**src/rtl/core/sib_pkg.sv**
```systemverilog
`timescale 1ns / 1ps
// Shared types and constants for the snapshot interpolation buffer.
// No dependencies; imported by the controller, the datapath and the top level.
package sib_pkg;

	localparam int TIME_W   = 48;   // timestamp width, ns
	localparam int POS_W    = 32;   // Q16.16 position width
	localparam int DELAY_W  = 32;   // render delay width, ns
	localparam int MAG_W    = 33;   // magnitude of a position difference
	localparam int MIN_PAIR = 2;    // samples needed to interpolate

	localparam logic [DELAY_W-1:0] RESET_DELAY = 32'd200_000_000;

	typedef enum logic [3:0] {
		ST_IDLE,
		ST_PUSH,
		ST_RCHK,
		ST_POP_CMP,
		ST_RD0,
		ST_LOAD0,
		ST_DIV,
		ST_APPLY,
		ST_DONE
	} sib_state_t;

	typedef struct packed {
		logic load_item;   // latch the accepted request
		logic push_write;  // store a sample, drop the oldest if full
		logic rd_slot1;    // read address: second sample (else oldest)
		logic pop;         // discard the oldest sample
		logic keep_pair;   // capture the second sample from read data
		logic setup_div;   // capture the oldest sample, prime the divider
		logic div_step;    // one quotient step
		logic apply;       // commit the interpolated position
		logic out_load;    // load the result register
	} sib_cmd_t;

	typedef struct packed {
		logic is_push;     // latched request is a push
		logic rt_ok;       // render time is not before zero
		logic has_pair;    // at least two samples held
		logic rd_le_rt;    // read timestamp not later than render time
		logic div_last;    // final quotient step
	} sib_sts_t;

endpackage

```
**src/rtl/core/sib_ram.sv**
```systemverilog
`timescale 1ns / 1ps
// Generic single-write, single-read RAM with registered read data.
// No dependencies.
module sib_ram #(
	parameter int WIDTH = 80,
	parameter int DEPTH = 16
) (
	input  logic                     clk,
	input  logic                     we,
	input  logic [$clog2(DEPTH)-1:0] waddr,
	input  logic [WIDTH-1:0]         wdata,
	input  logic [$clog2(DEPTH)-1:0] raddr,
	output logic [WIDTH-1:0]         rdata
);

	logic [WIDTH-1:0] mem [DEPTH];

	always_ff @(posedge clk) begin
		if (we) begin
			mem[waddr] <= wdata;
		end
		rdata <= mem[raddr];
	end

endmodule

```
**src/rtl/core/sib_ctrl.sv**
```systemverilog
`timescale 1ns / 1ps
// Sequencing controller: push, pop loop, interpolation and result hand-off.
// Depends on sib_pkg for the state type and the command/status structs.
module sib_ctrl (
	input  logic               clk,
	input  logic               arst_n,
	input  logic               in_valid,
	output logic               in_stall,
	output logic               out_valid,
	input  logic               out_stall,
	input  sib_pkg::sib_sts_t  sts,
	output sib_pkg::sib_cmd_t  cmd
);

	import sib_pkg::*;

	sib_state_t state_q;
	sib_state_t state_d;
	logic       out_valid_q;
	logic       out_free;

	assign out_free  = !out_valid_q || !out_stall;
	assign in_stall  = (state_q != ST_IDLE);
	assign out_valid = out_valid_q;

	always_comb begin
		state_d = state_q;
		unique case (state_q)
			ST_IDLE: begin
				if (in_valid) begin
					state_d = ST_PUSH;
				end
			end
			// first cycle after accept: write a push, pass a render tick on to the pair check
			ST_PUSH:    state_d = sts.is_push ? ST_DONE : ST_RCHK;
			ST_RCHK: begin
				state_d = (sts.rt_ok && sts.has_pair) ? ST_POP_CMP : ST_DONE;
			end
			ST_POP_CMP: state_d = sts.rd_le_rt ? ST_RCHK : ST_RD0;
			ST_RD0:     state_d = ST_LOAD0;
			ST_LOAD0:   state_d = sts.rd_le_rt ? ST_DIV : ST_DONE;
			ST_DIV:     state_d = sts.div_last ? ST_APPLY : ST_DIV;
			ST_APPLY:   state_d = ST_DONE;
			ST_DONE:    state_d = out_free ? ST_IDLE : ST_DONE;
			default:    state_d = ST_IDLE;
		endcase
	end

	always_comb begin
		cmd = '0;
		unique case (state_q)
			ST_IDLE:    cmd.load_item = in_valid;
			ST_PUSH:    cmd.push_write = sts.is_push;
			ST_RCHK:    cmd.rd_slot1 = 1'b1;
			ST_POP_CMP: begin
				cmd.pop       = sts.rd_le_rt;
				cmd.keep_pair = !sts.rd_le_rt;
			end
			ST_RD0:     cmd.rd_slot1 = 1'b0;
			ST_LOAD0:   cmd.setup_div = sts.rd_le_rt;
			ST_DIV:     cmd.div_step = 1'b1;
			ST_APPLY:   cmd.apply = 1'b1;
			ST_DONE:    cmd.out_load = out_free;
			default:    cmd = '0;
		endcase
	end

	always_ff @(posedge clk or negedge arst_n) begin
		if (!arst_n) begin
			state_q     <= ST_IDLE;
			out_valid_q <= 1'b0;
		end else begin
			state_q <= state_d;
			if (cmd.out_load) begin
				out_valid_q <= 1'b1;
			end else if (!out_stall) begin
				out_valid_q <= 1'b0;
			end
		end
	end

endmodule

```
**src/rtl/core/sib_dp.sv**
```systemverilog
`timescale 1ns / 1ps
// Datapath: sample store, FIFO pointers, render time, bit-serial scaled divider
// and result register. Depends on sib_pkg and sib_ram.
module sib_dp #(
	parameter int DEPTH = 16
) (
	input  logic                               clk,
	input  logic                               arst_n,
	input  logic                               cfg_we,
	input  logic [sib_pkg::DELAY_W-1:0]        cfg_data,
	input  logic                               action,
	input  logic [sib_pkg::TIME_W-1:0]         time_now,
	input  logic signed [sib_pkg::POS_W-1:0]   sample_position,
	input  sib_pkg::sib_cmd_t                  cmd,
	output sib_pkg::sib_sts_t                  sts,
	output logic signed [sib_pkg::POS_W-1:0]   position_out,
	output logic                               interpolated,
	output logic                               dropped,
	output logic [$clog2(DEPTH+1)-1:0]         fill_level
);

	import sib_pkg::*;

	localparam int AW    = $clog2(DEPTH);
	localparam int CW    = $clog2(DEPTH+1);
	localparam int ENT_W = TIME_W + POS_W;
	localparam int DIV_W = TIME_W + 2;
	localparam int STP_W = $clog2(MAG_W);

	// FIFO and configuration state
	logic [DELAY_W-1:0] delay_q;
	logic [AW-1:0]      head_q;
	logic [CW-1:0]      count_q;
	logic [POS_W-1:0]   held_q;

	// latched request
	logic               action_q;
	logic [TIME_W-1:0]  time_q;
	logic [POS_W-1:0]   pos_q;
	logic [TIME_W-1:0]  rt_q;
	logic               rt_ok_q;

	// interpolation operands and divider
	logic [TIME_W-1:0]  t1_q;
	logic [POS_W-1:0]   x1_q;
	logic [POS_W-1:0]   x0_q;
	logic [TIME_W-1:0]  num_q;
	logic [TIME_W-1:0]  den_q;
	logic [MAG_W-1:0]   mag_q;
	logic               neg_q;
	logic [TIME_W-1:0]  r_q;
	logic [MAG_W:0]     q_q;
	logic [STP_W-1:0]   step_q;
	logic               interp_flag_q;
	logic               drop_flag_q;

	// result register
	logic [POS_W-1:0]   position_out_q;
	logic               interpolated_q;
	logic               dropped_q;
	logic [CW-1:0]      fill_level_q;

	// store ports
	logic               ram_we;
	logic [AW-1:0]      ram_waddr;
	logic [AW-1:0]      ram_raddr;
	logic [ENT_W-1:0]   ram_rdata;
	logic [TIME_W-1:0]  rd_time;
	logic [POS_W-1:0]   rd_pos;

	logic               full;
	logic [CW:0]        head_ext;
	logic [AW-1:0]      slot1;
	logic [AW-1:0]      tail;
	logic [AW-1:0]      head_inc;
	logic [TIME_W:0]    rt_diff;
	logic [MAG_W-1:0]   diff;
	logic [MAG_W-1:0]   mag_abs;
	logic [DIV_W-1:0]   acc;
	logic [DIV_W-1:0]   den1;
	logic [DIV_W-1:0]   den2;
	logic [DIV_W-1:0]   r_next;
	logic [1:0]         digit;

	function automatic logic [AW-1:0] wrap_idx(input logic [CW:0] s);
		logic [CW:0] w;
		begin
			w = s - (CW+1)'(DEPTH);
			return (s >= (CW+1)'(DEPTH)) ? w[AW-1:0] : s[AW-1:0];
		end
	endfunction

	assign full     = (count_q == CW'(DEPTH));
	assign head_ext = {{(CW+1-AW){1'b0}}, head_q};
	assign slot1    = wrap_idx(head_ext + (CW+1)'(1));
	assign tail     = wrap_idx(head_ext + {1'b0, count_q});
	assign head_inc = (head_q == AW'(DEPTH-1)) ? '0 : head_q + AW'(1);

	// a full store overwrites the oldest slot, which is the old head
	assign ram_we    = cmd.push_write;
	assign ram_waddr = full ? head_q : tail;
	assign ram_raddr = cmd.rd_slot1 ? slot1 : head_q;

	sib_ram #(
		.WIDTH (ENT_W),
		.DEPTH (DEPTH)
	) u_store (
		.clk   (clk),
		.we    (ram_we),
		.waddr (ram_waddr),
		.wdata ({time_q, pos_q}),
		.raddr (ram_raddr),
		.rdata (ram_rdata)
	);

	assign rd_time = ram_rdata[ENT_W-1:POS_W];
	assign rd_pos  = ram_rdata[POS_W-1:0];

	assign rt_diff = {1'b0, time_now} - {{(TIME_W+1-DELAY_W){1'b0}}, delay_q};

	// signed difference of positions, one bit wider than a position
	assign diff    = {x1_q[POS_W-1], x1_q} - {rd_pos[POS_W-1], rd_pos};
	assign mag_abs = diff[MAG_W-1] ? (~diff + MAG_W'(1)) : diff;

	// one quotient step: shift in the next magnitude bit's multiple of num,
	// then take out den up to twice
	assign acc  = {1'b0, r_q, 1'b0} + (mag_q[MAG_W-1] ? {2'b00, num_q} : '0);
	assign den1 = {2'b00, den_q};
	assign den2 = {1'b0, den_q, 1'b0};

	always_comb begin
		priority if (acc >= den2) begin
			r_next = acc - den2;
			digit  = 2'd2;
		end else if (acc >= den1) begin
			r_next = acc - den1;
			digit  = 2'd1;
		end else begin
			r_next = acc;
			digit  = 2'd0;
		end
	end

	assign sts.is_push  = !action_q;
	assign sts.rt_ok    = rt_ok_q;
	assign sts.has_pair = (count_q >= CW'(MIN_PAIR));
	assign sts.rd_le_rt = (rd_time <= rt_q);
	assign sts.div_last = (step_q == '0);

	always_ff @(posedge clk or negedge arst_n) begin
		if (!arst_n) begin
			delay_q <= RESET_DELAY;
			head_q  <= '0;
			count_q <= '0;
			held_q  <= '0;
		end else begin
			if (cfg_we) begin
				delay_q <= cfg_data;
			end
			if (cmd.push_write) begin
				if (full) begin
					head_q <= head_inc;
				end else begin
					count_q <= count_q + CW'(1);
				end
			end else if (cmd.pop) begin
				head_q  <= head_inc;
				count_q <= count_q - CW'(1);
			end
			if (cmd.apply) begin
				held_q <= neg_q ? (x0_q - q_q[POS_W-1:0]) : (x0_q + q_q[POS_W-1:0]);
			end
		end
	end

	always_ff @(posedge clk) begin
		if (cmd.load_item) begin
			action_q      <= action;
			time_q        <= time_now;
			pos_q         <= sample_position;
			rt_q          <= rt_diff[TIME_W-1:0];
			rt_ok_q       <= !rt_diff[TIME_W];
			interp_flag_q <= 1'b0;
			drop_flag_q   <= 1'b0;
		end
		if (cmd.push_write) begin
			drop_flag_q <= full;
		end
		if (cmd.keep_pair) begin
			t1_q <= rd_time;
			x1_q <= rd_pos;
		end
		if (cmd.setup_div) begin
			x0_q   <= rd_pos;
			num_q  <= rt_q - rd_time;
			den_q  <= t1_q - rd_time;
			mag_q  <= mag_abs;
			neg_q  <= diff[MAG_W-1];
			r_q    <= '0;
			q_q    <= '0;
			step_q <= STP_W'(MAG_W-1);
		end
		if (cmd.div_step) begin
			r_q    <= r_next[TIME_W-1:0];
			q_q    <= {q_q[MAG_W-1:0], 1'b0} + {{(MAG_W-1){1'b0}}, digit};
			mag_q  <= {mag_q[MAG_W-2:0], 1'b0};
			step_q <= step_q - STP_W'(1);
		end
		if (cmd.apply) begin
			interp_flag_q <= 1'b1;
		end
		if (cmd.out_load) begin
			position_out_q <= held_q;
			interpolated_q <= interp_flag_q;
			dropped_q      <= drop_flag_q;
			fill_level_q   <= count_q;
		end
	end

	assign position_out = position_out_q;
	assign interpolated = interpolated_q;
	assign dropped      = dropped_q;
	assign fill_level   = fill_level_q;

endmodule

```
**src/rtl/core/snapshot_interpolation_buffer_top.sv**
```systemverilog
`timescale 1ns / 1ps
// Snapshot interpolation buffer, top level: controller plus datapath.
// Depends on sib_pkg, sib_ctrl, sib_dp (and through it sib_ram).
//
// channel  direction  handshake            payload
// -------  ---------  -------------------  ---------------------------------------
// in       in         in_valid / in_stall  action, time_now, sample_position
// out      out        out_valid/out_stall  position_out, interpolated, dropped,
//                                          fill_level
// cfg      in         cfg_valid/cfg_ready  render_delay
//
// A push writes its sample, then loads its result. A render tick loads its result when
// the render time is before zero or fewer than two samples remain, when the oldest sample
// is later than the render time, or after it interpolates through the bit-serial scaled
// divider, one quotient bit per cycle; each popped sample sends it back through the pair
// check. One request is in flight at a time; the next is accepted at the edge after a
// result load, even while that result waits behind out_stall.
// Reset clears the FIFO pointers and the held position and loads the
// render delay with 200 ms; the sample store needs no clearing.
module snapshot_interpolation_buffer_top #(
	parameter int DEPTH = 16
) (
	input  logic                               clk,
	input  logic                               arst_n,
	input  logic                               in_valid,
	output logic                               in_stall,
	input  logic                               action,
	input  logic [sib_pkg::TIME_W-1:0]         time_now,
	input  logic signed [sib_pkg::POS_W-1:0]   sample_position,
	output logic                               out_valid,
	input  logic                               out_stall,
	output logic signed [sib_pkg::POS_W-1:0]   position_out,
	output logic                               interpolated,
	output logic                               dropped,
	output logic [$clog2(DEPTH+1)-1:0]         fill_level,
	input  logic                               cfg_valid,
	output logic                               cfg_ready,
	input  logic [sib_pkg::DELAY_W-1:0]        render_delay
);

	import sib_pkg::*;

	sib_cmd_t cmd;
	sib_sts_t sts;

	// the delay register takes a write in any cycle
	assign cfg_ready = 1'b1;

	sib_ctrl u_ctrl (
		.clk       (clk),
		.arst_n    (arst_n),
		.in_valid  (in_valid),
		.in_stall  (in_stall),
		.out_valid (out_valid),
		.out_stall (out_stall),
		.sts       (sts),
		.cmd       (cmd)
	);

	sib_dp #(
		.DEPTH (DEPTH)
	) u_dp (
		.clk             (clk),
		.arst_n          (arst_n),
		.cfg_we          (cfg_valid && cfg_ready),
		.cfg_data        (render_delay),
		.action          (action),
		.time_now        (time_now),
		.sample_position (sample_position),
		.cmd             (cmd),
		.sts             (sts),
		.position_out    (position_out),
		.interpolated    (interpolated),
		.dropped         (dropped),
		.fill_level      (fill_level)
	);

	// only one request in flight
	a_single_request: assert property (@(posedge clk) disable iff (!arst_n)
		(in_valid && !in_stall) |=> in_stall)
		else $error("request accepted while another is in flight");

	// a result is either a push or a render tick, never both kinds of flag
	a_flags_exclusive: assert property (@(posedge clk) disable iff (!arst_n)
		out_valid |-> !(interpolated && dropped))
		else $error("result flags both interpolated and dropped");

	a_fill_bound: assert property (@(posedge clk) disable iff (!arst_n)
		out_valid |-> (fill_level <= ($clog2(DEPTH+1))'(DEPTH)))
		else $error("fill level above store depth");

	// the final quotient step is always followed by the commit
	a_div_commit: assert property (@(posedge clk) disable iff (!arst_n)
		(cmd.div_step && sts.div_last) |=> cmd.apply)
		else $error("divider finished without commit");

	// loading a result frees the input side on the next cycle
	a_load_frees: assert property (@(posedge clk) disable iff (!arst_n)
		cmd.out_load |=> (!in_stall && out_valid))
		else $error("result load did not return to idle");

endmodule
```
**config.mk**
```make
export PLATFORM = sky130hd
export DESIGN_NAME = snapshot_interpolation_buffer_top
export DESIGN_NICKNAME = d
export VERILOG_FILES = /design/src/rtl/core/sib_pkg.sv /design/src/rtl/core/sib_ram.sv /design/src/rtl/core/sib_ctrl.sv /design/src/rtl/core/sib_dp.sv /design/src/rtl/core/snapshot_interpolation_buffer_top.sv
export SDC_FILE = /design/constraint.sdc
export NUM_CORES = 2
export LEC_CHECK = 0
export ABC_CLOCK_PERIOD_IN_PS = 21600
export BUFFER_PORTS_ARGS = -buffer_cell sky130_fd_sc_hd__buf_2
export CAP_MARGIN = 20
export CELL_PAD_IN_SITES_DETAIL_PLACEMENT = 0
export CELL_PAD_IN_SITES_GLOBAL_PLACEMENT = 2
export CORE_MARGIN = 2
export CORE_UTILIZATION = 47
export DETAILED_ROUTE_END_ITERATION = 8
export PLACE_DENSITY = 0.8
export REMOVE_ABC_BUFFERS = 1
export SLEW_MARGIN = 20
export SYNTH_ARGS = -nofsm -noshare
export SYNTH_HDL_FRONTEND = slang
export SYNTH_HIERARCHICAL = 1
export SYNTH_SLANG_ARGS = --single-unit
```
**constraint.sdc**
```tcl
create_clock -name clk -period 21.6 [get_ports clk]
set_input_delay 2.16 -clock clk [delete_from_list [all_inputs] [get_ports clk]]
set_output_delay 2.16 -clock clk [all_outputs]
set_load 0.01 [all_outputs]
```
==> impl_metrics.py <==
metrics = {
    "sta": {
        "tightest_slew_ns": 1.13,
        "max_slew_margin": 0.249,
        "final_max_slew_viol_count": 0,
        "max_freq_mhz": 114,
        "period_share": 0.405,
        "period_minus_slack_ns": 8.74,
        "hold_viol_final": 0,
        "setup_viol": 0,
        "grt_setup_unrepaired": "no",
        "tns_ns": 0,
        "skew_ns": 0.0497,
    },
    "setup_path": {
        "crit_slowest_cell": "inv_2",
        "arrival_ns": 9.30,
        "cpLargestDelayFamily": "simple AND/OR/NAND/NOR gates",
        "critical_path_buf_inv_count": 1,
        "crit_start": "u_dp/mag_q[32]",
        "crit_top_cell": "ha_1",
        "rr_startpoint": "u_dp/mag_q[32]",
        "crit_path_end_kind": "flip-flop",
        "cp_max_fo": 44,
        "slowest_delay_ns": 0.67,
        "critPathLaunchType": "flip-flop",
        "cp.required_ns": 22.16,
        "crit_type": "flip-flop to flip-flop",
    },
    "power": {
        "intPower_mw": 9.17,
        "pwr-share-clk": 0.233,
        "p_per_area_nw_per_um2": 144,
        "p_leak_nw": 35.4,
        "combPwrFrac": 0.405,
        "peakVddDrop_mv": 0.130,
        "seq_power_share": 0.362,
        "power_mw": 14.5,
        "power_switching_mw": 5.29,
        "p_sw_frac": 0.366,
    },
    "global_routing": {
        "grt_pass1_vias": 52600,
        "antenna_found_initial": 19,
        "track_usage": 0.234,
        "overflow": 0,
        "grt_max_degree": 122,
        "grt_pass1_wl_um": 343000,
    },
    "hold_path": {
        "hold_start": "u_dp/u_store/rdata[70]",
        "hold_path.class": "flip-flop to flip-flop",
    },
    "layout": {
        "area_growth_pct": 11.3,
        "drive_gt1_frac": 0.147,
        "nets": 6912,
        "fill_cells": 15700,
    },
    "clocking": {
        "cts_root_buf": "clkbuf_16",
        "postCtsSetupBuffers": 0,
        "cts_tree": "done",
        "clk_pin_slew_ns": 0.06,
        "cts_sinks": 1937,
        "insertion_delay_ns": 0.85,
        "cts-resized-gates": 0,
        "htree_levels": 4,
        "cts_max_path_buffers": 3,
        "cts_made_buffers": 193,
        "cts_hold_buf": 0,
    },
    "route": {
        "drt_iter0_drc": 4578,
        "ant_nets": 0,
        "wirelength_um": 232000,
        "routed_via_density": 5.91,
        "firstDrtPassIters": 7,
        "drc_errors": 0,
        "routed-via-count": 53900,
        "wl_per_cell_um": 25.5,
    },
    "yosys": {
        "yosysTopAreaCellShare": 0.591,
        "yosys-top-cells-count": "edfxtp_1 (1,777), nand2_1 (378), a21oi_1 (347)",
        "ys_ff_latch": 1937,
        "synth_edf_count": 1777,
        "yosysMostFrequentCell": "edfxtp_1",
        "avgSynthCellArea_um2": 14.5,
        "syn_inst": 6243,
        "synth_area_leaders": "edfxtp_1 (59%), mux4_2 (8.0%), ha_1 (4.8%)",
        "synth.distinct_cells": 105,
        "ys_warn_count": 6,
        "syn_area_um2": 90300,
        "synthFlopType": "edfxtp_1",
        "ys_async_sr_fraction": 0.0403,
        "synth-seq-area-share": 0.631,
        "yosysTopAreaCell": "edfxtp_1",
    },
    "floorplan": {
        "coreArea_um2": 191000,
        "die_h_um": 442,
        "start_util": 0.474,
        "die_w_um": 442,
        "rows": 160,
        "io_pins": 160,
        "dieArea_um2": 196000,
    },
    "job": {
        "drv_cap": 0,
    },
    "placement": {
        "dp_hpwl_um": 150000,
        "port_buffers": 158,
        "gp_congestion": 0.918,
    },
    "status": {
        "status": "complete, no violations",
    },
}
-- final timing paths --
path                              endpoint  slack (ns)  cells after the start
setup / recovery              u_dp/q_q[31]       12.86                     28
min in group asynchronous  u_dp/held_q[13]        1.32                      1
hold / removal               u_dp/t1_q[38]        0.43                      0
setup reg to reg              u_dp/q_q[31]       12.86                     28
max in group asynchronous  u_dp/count_q[1]       19.09                      2
hold reg to reg              u_dp/t1_q[38]        0.43                      0
-- logic make-up (layout without fill, tap and decap cells) --
kind of cell               after synthesis  after routing  synth area share
DFF                                   1937           1937             0.631
other                                    1              6         0.0000415
buffers and inverters                  491            857            0.0226
and+or+nand+nor                       1318           1318            0.0707
xor gates and xnor gates               385            385            0.0374
AOI/OAI and AO/OA                     1386           1386             0.102
adders and majority gates              356            356            0.0502
muxes                                  369            369            0.0856
-- cell type report --
cell class | count | area [um2] | area share
multi-input cells | 3815 | 31500 | 0.313
clock inverters | 107 | 1150 | 0.0114
well taps | 2511 | 3140 | 0.0313
diodes | 5 | 12.5 | 0.000125
repair buffers | 231 | 1410 | 0.0140
flip-flops and latches | 1937 | 57000 | 0.567
clock buffers | 259 | 5350 | 0.0533
inverters | 260 | 976 | 0.00971
-- cell usage in the layout, fill, tap and decap left out, types with 37 or more instances in the layout --
cell,netlist,layout
xor2_1,124,123
a211oi_1,53,53
and2_1,79,78
buf_4,10,68
a31oi_1,41,41
nand2b_1,56,56
nand3_1,101,101
nand4_1,48,48
dfrtp_1,66,66
nor2b_1,55,53
a21o_1,173,173
a21oi_1,347,346
mux4_2,320,320
o21ai_0,232,230
a22oi_1,162,162
and3_1,46,45
ha_1,346,346
o21bai_1,38,38
o21a_1,51,51
clkbuf_1,136,42
inv_1,257,256
buf_2,41,157
xnor2_1,261,261
clkbuf_16,0,196
o211ai_1,49,49
clkinv_2,0,37
nor2_1,336,321
edfxtp_1,1777,1777
nand2_1,378,377
nor3_1,90,84
dfxtp_1,82,82
-- registers in the layout, summed over array words and instances, names as in the netlist, 4 cells and up --
name,count
u_dp/pos_q,32
u_dp/mag_q,33
u_ctrl/state_q,4
u_dp/held_q,32
u_dp/step_q,6
u_dp/rt_q,48
u_dp/x1_q,32
u_dp/u_store/mem,1280
u_dp/head_q,4
u_dp/u_store/rdata,80
u_dp/position_out,32
u_dp/num_q,48
u_dp/time_q,48
u_dp/delay_q,32
u_dp/count_q,5
u_dp/t1_q,48
u_dp/den_q,48
u_dp/fill_level,5
u_dp/q_q,32
u_dp/r_q,48
u_dp/x0_q,32
-- per-stage QoR --
| step | util | setup slack [ns] | hold slack [ns] | instances | instance area (um2) |
|---|---|---|---|---|---|
| 6_report | 0.527 | 12.86 | 0.429 | 9125 | 100000 |
| 5_1_grt | 0.527 | 12.15 | 0.437 | 9121 | 100000 |
| 4_1_cts | 0.527 | 12.35 | 0.429 | 9119 | 100000 |
| 3_5_place_dp | 0.493 | 12.41 | 0.415 | 8753 | 94000 |
| 3_3_place_gp | 0.493 | 12.51 | 0.404 | 8753 | 94000 |
| 2_1_floorplan | - | -7.77 | 0.400 | 6012 | 89200 |
-- power groups by stage --
| stage | Clock, mW | Sequential, mW | Combinational (mW) |
|---|---|---|---|
| after detailed placement | 0 | 5.31 | 5.83 |
| final | 3.37 | 5.23 | 5.86 |
| after global routing | 3.59 | 5.29 | 6.40 |
| after CTS | 3.45 | 5.23 | 5.86 |
| after global placement | 0 | 5.28 | 5.83 |
| after floorplan | 0 | 5.15 | 5.51 |
-- per-layer routing --
metal  global-route usage  vias to the layer above  wire length, um
li1                     -                    24700                -
met1                0.347                    27200           106000
met2                0.367                     1654           107000
met3               0.0250                      307            13000
met4               0.0687                        0             6290
met5                    0                        -                0
Power figures use the tool's default switching activity.
